--- config.mk ---
export PLATFORM = sky130hd
export DESIGN_NAME = version_string_max_tracker
export DESIGN_NICKNAME = d
export VERILOG_FILES = /design/src/vsmt_pkg.sv /design/src/vsmt_parse.sv /design/src/vsmt_max.sv /design/src/version_string_max_tracker.sv
export SDC_FILE = /design/constraint.sdc
export NUM_CORES = 1
export LEC_CHECK = 0
export BUFFER_PORTS_ARGS = -buffer_cell sky130_fd_sc_hd__buf_2
export CAP_MARGIN = 0
export CORE_ASPECT_RATIO = 1.4
export CORE_MARGIN = 2
export CORE_UTILIZATION = 50
export DETAILED_ROUTE_END_ITERATION = 6
export PLACE_DENSITY = 0.8
export SYNTH_ARGS = -nofsm -noshare
export SYNTH_HDL_FRONTEND = slang
export SYNTH_SLANG_ARGS = --single-unit
--- constraint.sdc ---
create_clock -name clk -period 6.3 [get_ports clk]
set_clock_uncertainty 0.05 [all_clocks]
set_input_delay 0.63 -clock clk [delete_from_list [all_inputs] [get_ports clk]]
set_output_delay 0.63 -clock clk [all_outputs]
set_load 0.01 [all_outputs]
--- src/vsmt_pkg.sv ---
package vsmt_pkg;

  localparam int FIELD_BITS_DEFAULT = 32;

  localparam logic [7:0] CH_NUL   = 8'h00;
  localparam logic [7:0] CH_TAB   = 8'h09;
  localparam logic [7:0] CH_CR    = 8'h0d;
  localparam logic [7:0] CH_SPACE = 8'h20;
  localparam logic [7:0] CH_PLUS  = 8'h2b;
  localparam logic [7:0] CH_MINUS = 8'h2d;
  localparam logic [7:0] CH_DOT   = 8'h2e;
  localparam logic [7:0] CH_ZERO  = 8'h30;
  localparam logic [7:0] CH_NINE  = 8'h39;

endpackage

--- src/vsmt_parse.sv ---
module vsmt_parse #(
  parameter int FIELD_BITS = vsmt_pkg::FIELD_BITS_DEFAULT
) (
  input  logic                         clk,
  input  logic                         rst,
  input  logic                         in_valid,
  output logic                         in_ready,
  input  logic [7:0]                   text_byte,
  input  logic                         line_end,
  output logic                         ver_valid,
  input  logic                         ver_ready,
  output logic signed [FIELD_BITS-1:0] ver_major,
  output logic signed [FIELD_BITS-1:0] ver_minor,
  output logic signed [FIELD_BITS-1:0] ver_patch
);

  localparam int MAG_W  = FIELD_BITS - 1;
  localparam int PROD_W = MAG_W + 4;

  typedef enum logic [1:0] {FLD_MAJOR, FLD_MINOR, FLD_PATCH, FLD_DONE} field_t;
  typedef enum logic [1:0] {PH_SKIP, PH_SIGNED, PH_DIGITS, PH_STOP} phase_t;

  function automatic logic signed [FIELD_BITS-1:0] to_value(input logic neg,
                                                           input logic [MAG_W-1:0] mag);
    logic signed [FIELD_BITS-1:0] v;
    v = $signed({1'b0, mag});
    return neg ? -v : v;
  endfunction

  // input register
  logic       byte_valid;
  logic [7:0] byte_q;
  logic       end_q;

  // conversion state
  field_t                       field_sel, field_sel_next;
  phase_t                       phase, phase_next;
  logic                         neg, neg_next;
  logic [MAG_W-1:0]             acc, acc_next;
  logic signed [FIELD_BITS-1:0] line_major, line_major_next;
  logic signed [FIELD_BITS-1:0] line_minor, line_minor_next;

  logic                         advance;
  logic                         is_digit, is_space, is_sign;
  logic [PROD_W-1:0]            acc_ext, prod;
  logic signed [FIELD_BITS-1:0] cur_value, cur_value_next;

  assign advance  = byte_valid && (!end_q || !ver_valid || ver_ready);
  assign in_ready = !byte_valid || advance;

  assign is_digit = (byte_q >= vsmt_pkg::CH_ZERO) && (byte_q <= vsmt_pkg::CH_NINE);
  assign is_space = (byte_q == vsmt_pkg::CH_SPACE) ||
                    ((byte_q >= vsmt_pkg::CH_TAB) && (byte_q <= vsmt_pkg::CH_CR));
  assign is_sign  = (byte_q == vsmt_pkg::CH_PLUS) || (byte_q == vsmt_pkg::CH_MINUS);

  // acc * 10 + digit, saturating at the magnitude limit
  assign acc_ext   = {4'b0, acc};
  assign prod      = (acc_ext << 3) + (acc_ext << 1) + {{(PROD_W-4){1'b0}}, byte_q[3:0]};
  assign cur_value = to_value(neg, acc);

  always_comb begin
    field_sel_next  = field_sel;
    phase_next      = phase;
    neg_next        = neg;
    acc_next        = acc;
    line_major_next = line_major;
    line_minor_next = line_minor;
    if (field_sel != FLD_DONE) begin
      if (byte_q == vsmt_pkg::CH_NUL) begin
        if (field_sel == FLD_MAJOR) begin
          line_major_next = cur_value;
          line_minor_next = '0;
          neg_next        = 1'b0;
          acc_next        = '0;
        end else if (field_sel == FLD_MINOR) begin
          line_minor_next = cur_value;
          neg_next        = 1'b0;
          acc_next        = '0;
        end
        phase_next     = PH_STOP;
        field_sel_next = FLD_DONE;
      end else if (byte_q == vsmt_pkg::CH_DOT &&
                   (field_sel == FLD_MAJOR || field_sel == FLD_MINOR)) begin
        if (field_sel == FLD_MAJOR) begin
          line_major_next = cur_value;
          field_sel_next  = FLD_MINOR;
        end else begin
          line_minor_next = cur_value;
          field_sel_next  = FLD_PATCH;
        end
        phase_next = PH_SKIP;
        neg_next   = 1'b0;
        acc_next   = '0;
      end else if (phase != PH_STOP) begin
        if (is_digit) begin
          acc_next   = (prod > {4'b0, {MAG_W{1'b1}}}) ? {MAG_W{1'b1}} : prod[MAG_W-1:0];
          phase_next = PH_DIGITS;
        end else if (phase == PH_SKIP && is_space) begin
          phase_next = PH_SKIP;
        end else if (phase == PH_SKIP && is_sign) begin
          neg_next   = (byte_q == vsmt_pkg::CH_MINUS);
          phase_next = PH_SIGNED;
        end else begin
          phase_next = PH_STOP;
        end
      end
    end
  end

  assign cur_value_next = to_value(neg_next, acc_next);

  always_ff @(posedge clk) begin
    if (rst) begin
      byte_valid <= 1'b0;
      ver_valid  <= 1'b0;
      field_sel  <= FLD_MAJOR;
      phase      <= PH_SKIP;
      neg        <= 1'b0;
      acc        <= '0;
      line_major <= '0;
      line_minor <= '0;
    end else begin
      if (ver_valid && ver_ready) begin
        ver_valid <= 1'b0;
      end
      if (advance) begin
        if (end_q) begin
          ver_valid  <= 1'b1;
          field_sel  <= FLD_MAJOR;
          phase      <= PH_SKIP;
          neg        <= 1'b0;
          acc        <= '0;
          line_major <= '0;
          line_minor <= '0;
        end else begin
          field_sel  <= field_sel_next;
          phase      <= phase_next;
          neg        <= neg_next;
          acc        <= acc_next;
          line_major <= line_major_next;
          line_minor <= line_minor_next;
        end
      end
      if (in_ready) begin
        byte_valid <= in_valid;
      end
    end
  end

  always_ff @(posedge clk) begin
    if (in_valid && in_ready) begin
      byte_q <= text_byte;
      end_q  <= line_end;
    end
    if (advance && end_q) begin
      unique case (field_sel_next)
        FLD_MAJOR: begin
          ver_major <= cur_value_next;
          ver_minor <= '0;
          ver_patch <= '0;
        end
        FLD_MINOR: begin
          ver_major <= line_major_next;
          ver_minor <= cur_value_next;
          ver_patch <= '0;
        end
        default: begin
          ver_major <= line_major_next;
          ver_minor <= line_minor_next;
          ver_patch <= cur_value_next;
        end
      endcase
    end
  end

endmodule

--- src/vsmt_max.sv ---
module vsmt_max #(
  parameter int FIELD_BITS = vsmt_pkg::FIELD_BITS_DEFAULT
) (
  input  logic                         clk,
  input  logic                         rst,
  input  logic                         ver_valid,
  output logic                         ver_ready,
  input  logic signed [FIELD_BITS-1:0] ver_major,
  input  logic signed [FIELD_BITS-1:0] ver_minor,
  input  logic signed [FIELD_BITS-1:0] ver_patch,
  output logic                         out_valid,
  input  logic                         out_ready,
  output logic signed [FIELD_BITS-1:0] best_major,
  output logic signed [FIELD_BITS-1:0] best_minor,
  output logic signed [FIELD_BITS-1:0] best_patch,
  output logic                         replaced
);

  logic signed [FIELD_BITS-1:0] max_major, max_minor, max_patch;
  logic                         take, larger;

  assign ver_ready = !out_valid || out_ready;
  assign take      = ver_valid && ver_ready;

  always_comb begin
    if (ver_major != max_major) begin
      larger = ver_major > max_major;
    end else if (ver_minor != max_minor) begin
      larger = ver_minor > max_minor;
    end else begin
      larger = ver_patch > max_patch;
    end
  end

  always_ff @(posedge clk) begin
    if (rst) begin
      out_valid <= 1'b0;
      max_major <= '0;
      max_minor <= '0;
      max_patch <= '0;
    end else begin
      if (out_valid && out_ready) begin
        out_valid <= 1'b0;
      end
      if (take) begin
        out_valid <= 1'b1;
        if (larger) begin
          max_major <= ver_major;
          max_minor <= ver_minor;
          max_patch <= ver_patch;
        end
      end
    end
  end

  always_ff @(posedge clk) begin
    if (take) begin
      best_major <= larger ? ver_major : max_major;
      best_minor <= larger ? ver_minor : max_minor;
      best_patch <= larger ? ver_patch : max_patch;
      replaced   <= larger;
    end
  end

endmodule

--- src/version_string_max_tracker.sv ---
// channel  handshake            payload
// input    in_valid/in_ready    text_byte, line_end
// output   out_valid/out_ready  best_major, best_minor, best_patch, replaced
//
// one byte per cycle unless the input stalls; after a line's last byte is accepted its
// result passes the input register, then line version register, then result register
// rst is synchronous and returns the largest version to 0.0.0
// a stalled output holds the result while bytes of the next line keep flowing;
// input stalls only when a line end meets a full result path (two results waiting)

module version_string_max_tracker #(
  parameter int FIELD_BITS = vsmt_pkg::FIELD_BITS_DEFAULT
) (
  input  logic                         clk,
  input  logic                         rst,
  input  logic                         in_valid,
  output logic                         in_ready,
  input  logic [7:0]                   text_byte,
  input  logic                         line_end,
  output logic                         out_valid,
  input  logic                         out_ready,
  output logic signed [FIELD_BITS-1:0] best_major,
  output logic signed [FIELD_BITS-1:0] best_minor,
  output logic signed [FIELD_BITS-1:0] best_patch,
  output logic                         replaced
);

  logic                         ver_valid, ver_ready;
  logic signed [FIELD_BITS-1:0] ver_major, ver_minor, ver_patch;

  vsmt_parse #(.FIELD_BITS(FIELD_BITS)) u_parse (
    .clk       (clk),
    .rst       (rst),
    .in_valid  (in_valid),
    .in_ready  (in_ready),
    .text_byte (text_byte),
    .line_end  (line_end),
    .ver_valid (ver_valid),
    .ver_ready (ver_ready),
    .ver_major (ver_major),
    .ver_minor (ver_minor),
    .ver_patch (ver_patch)
  );

  vsmt_max #(.FIELD_BITS(FIELD_BITS)) u_max (
    .clk        (clk),
    .rst        (rst),
    .ver_valid  (ver_valid),
    .ver_ready  (ver_ready),
    .ver_major  (ver_major),
    .ver_minor  (ver_minor),
    .ver_patch  (ver_patch),
    .out_valid  (out_valid),
    .out_ready  (out_ready),
    .best_major (best_major),
    .best_minor (best_minor),
    .best_patch (best_patch),
    .replaced   (replaced)
  );

endmodule
==> results of run 1 <==
## power breakdown
part           total (mW)  internal (mW)  leakage [nW]  switching, mW
clock network        2.33           1.31         0.617           1.02
logic               0.497          0.185          6.25          0.313
registers            2.84           2.79          3.46         0.0457
total                5.67           4.29          10.3           1.38
## synth_stat cells (25+ instances only)
cell type | instances | area [um2]
mux2i_1 | 103 | 1030
inv_1 | 125 | 469
o21ai_1 | 26 | 130
clkbuf_1 | 107 | 402
o21ai_0 | 98 | 490
a21oi_1 | 127 | 636
xnor2_1 | 41 | 359
nor2_1 | 361 | 1360
a22oi_1 | 80 | 601
nand4_1 | 53 | 332
xor2_1 | 42 | 368
ha_1 | 159 | 1990
a21o_1 | 48 | 360
o22ai_1 | 37 | 231
o21a_1 | 25 | 188
dfxtp_1 | 199 | 3980
nand2_1 | 145 | 544
edfxtp_1 | 202 | 6070
a31oi_1 | 28 | 175
nor3_1 | 28 | 140
mux2_2 | 93 | 1050
## cells by family after synthesis
family                     count (synthesis)  share of synthesized area, %
buffers and inverters                    267                          4.57
AOI/OAI and AO/OA                        582                          16.5
and+or+nand+nor                          729                          14.5
muxes                                    197                          9.07
xor gates and xnor gates                  84                          3.21
DFF                                      401                          43.4
adders and majority gates                161                          8.76
## state kept, by name, indices dropped and copies added (netlist names), 2 cells and up
register,cells
u_parse.ver_patch,32
u_max.max_patch,32
u_parse.ver_minor,32
u_parse.byte_q,8
u_max.best_major,32
u_max.max_major,32
u_max.best_patch,32
u_max.best_minor,32
u_parse.phase,2
u_parse.ver_major,32
u_parse.line_major,32
u_parse.field_sel,2
u_max.max_minor,32
u_parse.line_minor,32
u_parse.acc,31
## stage by stage
step                      util (%)  power [mW]
after global placement        53.0        3.37
after global routing          55.8        5.81
after detailed placement      53.0        3.38
after floorplan                  -        3.23
after CTS                     55.7        5.67
final                         55.8        5.67
## metal layers
layer / GRT usage [%] / part of all wire [%] / wire [um]
met3: 3.08 / 6.2 / 4210
met5: 0 / 0.019 / 13
met2: 48.5 / 50 / 33700
met1: 32.1 / 37 / 24900
met4: 17.5 / 6.8 / 4620
## cell type report
class                      instances  area (um2)
clock buffer                      49        1050
inverter                         125         469
timing repair buffer             157         932
multi-input combinational       1753       12100
fill                            3943       20300
clock inverter                    19         183
tap                              617         772
sequential                       401       10000
## what timing repair did
item,4_1_cts,5_1_grt
setup buffers,0,1
resized for setup,0,2
endpoints found under the setup margin,0,21
## worst max-delay path by stage
| stage | startpoint | depth (start not counted) | endpoint |
|---|---|---|---|
| final | u_parse.acc[0]$_SDFFE_PP0P_ | 18 | u_parse.ver_major[29]$_DFFE_PP_ |
| after global routing | u_parse.acc[0]$_SDFFE_PP0P_ | 18 | u_parse.ver_major[29]$_DFFE_PP_ |
| after CTS | u_parse.acc[0]$_SDFFE_PP0P_ | 18 | u_parse.ver_minor[30]$_DFFE_PP_ |
| after detailed placement | u_parse.acc[0]$_SDFFE_PP0P_ | 18 | u_parse.ver_minor[30]$_DFFE_PP_ |
| after global placement | u_parse.acc[0]$_SDFFE_PP0P_ | 18 | u_parse.ver_minor[30]$_DFFE_PP_ |
| after floorplan | out_ready | 7 | u_parse.phase[0]$_SDFFE_PP0P_ |
## critical path: stages (launching register included)
cell       delay [ns]
dfxtp_1          0.48
inv_1            0.18
fa_1             0.63
inv_1            0.06
ha_1             0.19
a21oi_1          0.23
a211oi_2         0.16
or3_1            0.44
a311o_2          0.47
a32oi_2          0.28
mux2i_4          0.43
nand3_1          0.31
o221a_2          0.38
nand4bb_2        0.35
nor3_4           0.37
buf_4            0.22
a31oi_1          0.11
xor2_1           0.29
o21ai_1          0.14
==> out/results.ini, run 1 <==
[floorplan]
die_h_um=259
rows=93
dieArea_um2=48100
start_util_pct=50.5
die_w_um=186
coreArea_um2=45800
ioPinCount=112

[sta]
timing.final.crit_period_ns=6.05
rsz0062_at_grt=false
setup_violations=0
slew_viol_final=0
final.setup.worst_slack_ns=0.252
setup_tns_ns=0
hold_viol_final=0
worst_pin_slew_ns=1.30
whs_ns=0.220
min_period_over_period_pct=96.0
worst_slew_margin_rel_pct=12.9
clock.fmax_mhz=165

[cells_and_area]
area_growth_pct=10.4
mostFrequentLayoutCell=nor2_1
drive_gt1_share_pct=14.4
nNetsFinal=2649
final_cell_mix=nor2_1 (358), edfxtp_1 (202), dfxtp_1 (199)
fin_cells=3121
final_area_um2=25600
antenna_cells=0

[route]
via_per_inst=6.13
vias=19100
wl_per_cell_um=21.6
ant_nets=0
first_iter_violations=1934
drt-total-wl_um=67500
remaining_drc_errors=0
drtPass1Iterations=6

[pwr]
p_leak_nw=10.3
ir_drop_mv=0.192
p_per_area_nw_per_um2=222

[min_path]
hold_start=text_byte[5]
hold_path_class=in -> reg
whs_path_depth=1
worstHoldEndpoint=u_parse.byte_q[5]$_DFFE_PP_

[run_status]
status=complete, no violations

[cts]
hold_buffers=0
htreeDepth=2
cts_buffer_depth=3
cts_buffers=37
clkLatencyLatePin_ns=0.54
path_clk_slew_ns=0.07
cts_num_sinks=401
cts_root_buf=clkbuf_16
cts_tree=yes

[yosys]
synth-main-ff-cell=edfxtp_1
yosysSeqAreaShare_pct=43.4
synth_cell_type_count=93
ys_ff_latch=401
synth_edf_count=202
syn_nets=2595
yosysWarnings=0
async_flop_share_pct=0
syn_inst=2421
avgSynthCellArea_um2=9.57
syn_area_um2=23200

[worst_setup_path]
critPathArrivalTime_ns=6.26
worst-path-max-fanout=9
ff2ff_setup_slack_ns=0.25
critPathLaunchType=flop
reg2regPathDepth=18
worst_setup_path_end_kind=flop
path_class=reg -> reg
regToRegEndpoint=u_parse.ver_major[29]$_DFFE_PP_
cp.required_ns=6.51
rr_startpoint=u_parse.acc[0]$_SDFFE_PP0P_

[grt]
track_usage_pct=27.7
grt_pass1_wl_um=104000
first_global_vias=18700
antenna_found_initial=1
gr-total-overflow=0
grt_max_degree=107

[job]
maxCapViolCount=0

[place]
dp_cells=3052
dp_slack_ns=0.268
gp_congestion=0.933
placedInstanceArea_um2=24300
dp_hpwl_um=48800
io_buffers=111

No activity file was read; power rests on OpenSTA's default activity.
==> run 2, diff against run 1 <==
--- a/config.mk
+++ b/config.mk
@@ -12,6 +12,7 @@
 export CORE_UTILIZATION = 50
 export DETAILED_ROUTE_END_ITERATION = 6
 export PLACE_DENSITY = 0.8
+export RECOVER_POWER = 100
 export SYNTH_ARGS = -nofsm -noshare
 export SYNTH_HDL_FRONTEND = slang
 export SYNTH_SLANG_ARGS = --single-unit
==> run 2 against run 1 <==
Net effect:
- highest routed layer unchanged
- cell area is 0.91% lower
- power decreased by 0.19%
- maximum frequency decreased by 0.38%
- setup slack lost 0.023 ns
- the flow now finishes with violations (capacitance limit, slew limit)
- hold slack improved by 0.00074 ns
- global-route usage stayed put
- critical path type unchanged
- sequential power barely moved
- clock power hardly changed
- critical path depth shrank 4
- core utilization down 0.51 points
==> out/results.ini, run 2 (synthesized netlist as in run 1, its figures left out) <==
[run_status]
status=finished, violations left
violations=capacitance limit, slew limit

[floorplan]
coreArea_um2=45800  ; unchanged
rows=93  ; unchanged
die_w_um=186  ; unchanged
dieArea_um2=48100  ; unchanged
start_util_pct=50.5  ; unchanged
ioPinCount=112  ; unchanged
die_h_um=259  ; unchanged

[cts]
cts_buffer_depth=3  ; unchanged
cts_root_buf=clkbuf_16
cts_buffers=37  ; unchanged
cts_num_sinks=401  ; unchanged
cts_tree=yes
htreeDepth=2  ; unchanged
clkLatencyLatePin_ns=0.54  ; about the same
path_clk_slew_ns=0.06  ; about the same

[cells_and_area]
utilization_pct=55.3  ; -0.51 points
nNetsFinal=2649  ; unchanged
mostFrequentLayoutCell=nor2_1
area_growth_pct=9.43
fin_cells=3121  ; unchanged
drive_gt1_share_pct=9.11  ; -5.3 points
final_area_um2=25300  ; -0.91%
antenna_cells=0  ; unchanged
final_cell_mix=nor2_1 (358), edfxtp_1 (202), dfxtp_1 (199)

[worst_setup_path]
setup.worst_path.start=u_parse.ver_major[1]$_DFFE_PP_
cp_slowest_cell=clkbuf_2
worst-path-max-fanout=100  ; +91
critPathTopFamily=buffers and inverters
path_class=reg -> reg
worst_setup_path_end_kind=flop
cp_cell_sequence=ha_1 -> nor2b_1 -> o21a_1 -> o21a_1 -> o21a_1 -> o21a_1 -> o21a_1 -> o21ai_0 -> a2111oi_0 -> or4_1 -> a21bo_2 -> o21ai_0 -> clkbuf_2 -> mux2_2
cpPeakStageDelay_ns=1.94  ; +1.31 ns
crit_top_cell=o21a_1
critPathArrivalTime_ns=6.29  ; +0.03 ns
path_buf_inv=1  ; -2
cp.required_ns=6.52  ; about the same
rr_startpoint=u_parse.ver_major[1]$_DFFE_PP_
critPathLaunchType=flop

[pwr]
total_power_mw=5.65  ; -0.19%
p_leak_nw=10.0  ; -3.2%
p_per_area_nw_per_um2=223  ; +0.72%
ir_drop_mv=0.188  ; -1.7%

[sta]
setup_tns_ns=0  ; unchanged
rsz0062_at_grt=false
timing.final.crit_period_ns=6.07  ; +0.0230 ns
min_period_over_period_pct=96.4  ; +0.37 points
worst_pin_slew_ns=4.18  ; +2.88 ns
clock.fmax_mhz=165  ; -0.38%
worst_slew_margin_rel_pct=-179  ; -190 points
slew_viol_final=458  ; +458
hold_viol_final=0  ; unchanged
setup_violations=0  ; unchanged

[route]
first_iter_violations=1799  ; -7.0%
vias=19200  ; +0.20%
ant_nets=0  ; unchanged
remaining_drc_errors=0  ; unchanged
wl_per_cell_um=21.6  ; about the same
via_per_inst=6.14  ; +0.20%
drt-total-wl_um=67500  ; about the same
drtPass1Iterations=7  ; +1

[grt]
grt_pass1_wl_um=104000  ; unchanged
track_usage_pct=27.7  ; unchanged
antenna_found_initial=1  ; unchanged
first_global_vias=18700  ; unchanged
gr-total-overflow=0  ; unchanged
grt_max_degree=107  ; unchanged

[place]
dp_hpwl_um=48800  ; unchanged
placedInstanceArea_um2=24300  ; unchanged
dp_cells=3052  ; unchanged
io_buffers=111  ; unchanged
gp_congestion=0.933  ; unchanged

[min_path]
hold_path_class=in -> reg
hold_start=text_byte[5]

[job]
maxCapViolCount=7  ; +7

==> run 2: layout make-up <==
| class | instances | area, um2 |
|---|---|---|
| Fill cell | 3993 | 20500 |
| Multi-Input combinational cell | 1753 | 12100 |
| Sequential cell | 401 | 10000 |
| Clock buffer | 49 | 1050 |
| Tap cell | 617 | 772 |
| Timing Repair Buffer | 157 | 746 |
| Inverter | 125 | 469 |
| Clock inverter | 19 | 183 |
==> run 2: path summary, 6_finish.rpt <==
check | endpoint | slack (ns) | depth (start not counted)
hold reg to reg | u_parse.phase[1]$_SDFFE_PP0P_ | 0.42 | 2
setup / recovery | u_max.best_patch[22]$_DFFE_PP_ | 0.23 | 14
setup reg to reg | u_max.best_patch[22]$_DFFE_PP_ | 0.23 | 14
hold / removal | u_parse.byte_q[5]$_DFFE_PP_ | 0.22 | 1
==> run 2: report_power, final <==
group / switching [mW] / leakage [nW] / total [mW] / internal, mW
clock: 1.01 / 0.617 / 2.32 / 1.31
combinational: 0.309 / 5.92 / 0.490 / 0.181
sequential: 0.0461 / 3.46 / 2.84 / 2.79
==> run 2: worst reg2reg max path: cells and delay by family, from the launching register on <==
family	cells	cell delay, ns
simple gates	2	0.69
buf+inv	1	1.94
fa+ha+maj	1	0.31
compound gates	9	1.83
mux	1	0.56
flops	1	0.43
==> run 2: per-stage QoR <==
stage	hold WS, ns	setup WS, ns
after global placement	0.400	0.414
after floorplan	0.392	0.479
after CTS	0.206	0.245
final	0.221	0.229
after detailed placement	0.410	0.268
after global routing	0.207	0.0195
==> run 2: per-layer routing <==
metal	track usage [%]	wire, um	share of wire (%)	vias up
li1	-	-	-	8905
met1	32.1	25000	37	9172
met2	48.5	33800	50	865
met3	3.08	4040	6.0	227
met4	17.5	4660	6.9	2
met5	0	13	0.019	-
==> run 2: repair_timing <==
action	in CTS	in global routing
hold buffers	0	0
setup endpoints to repair	0	21
resized for setup	0	2
setup buffers	0	1
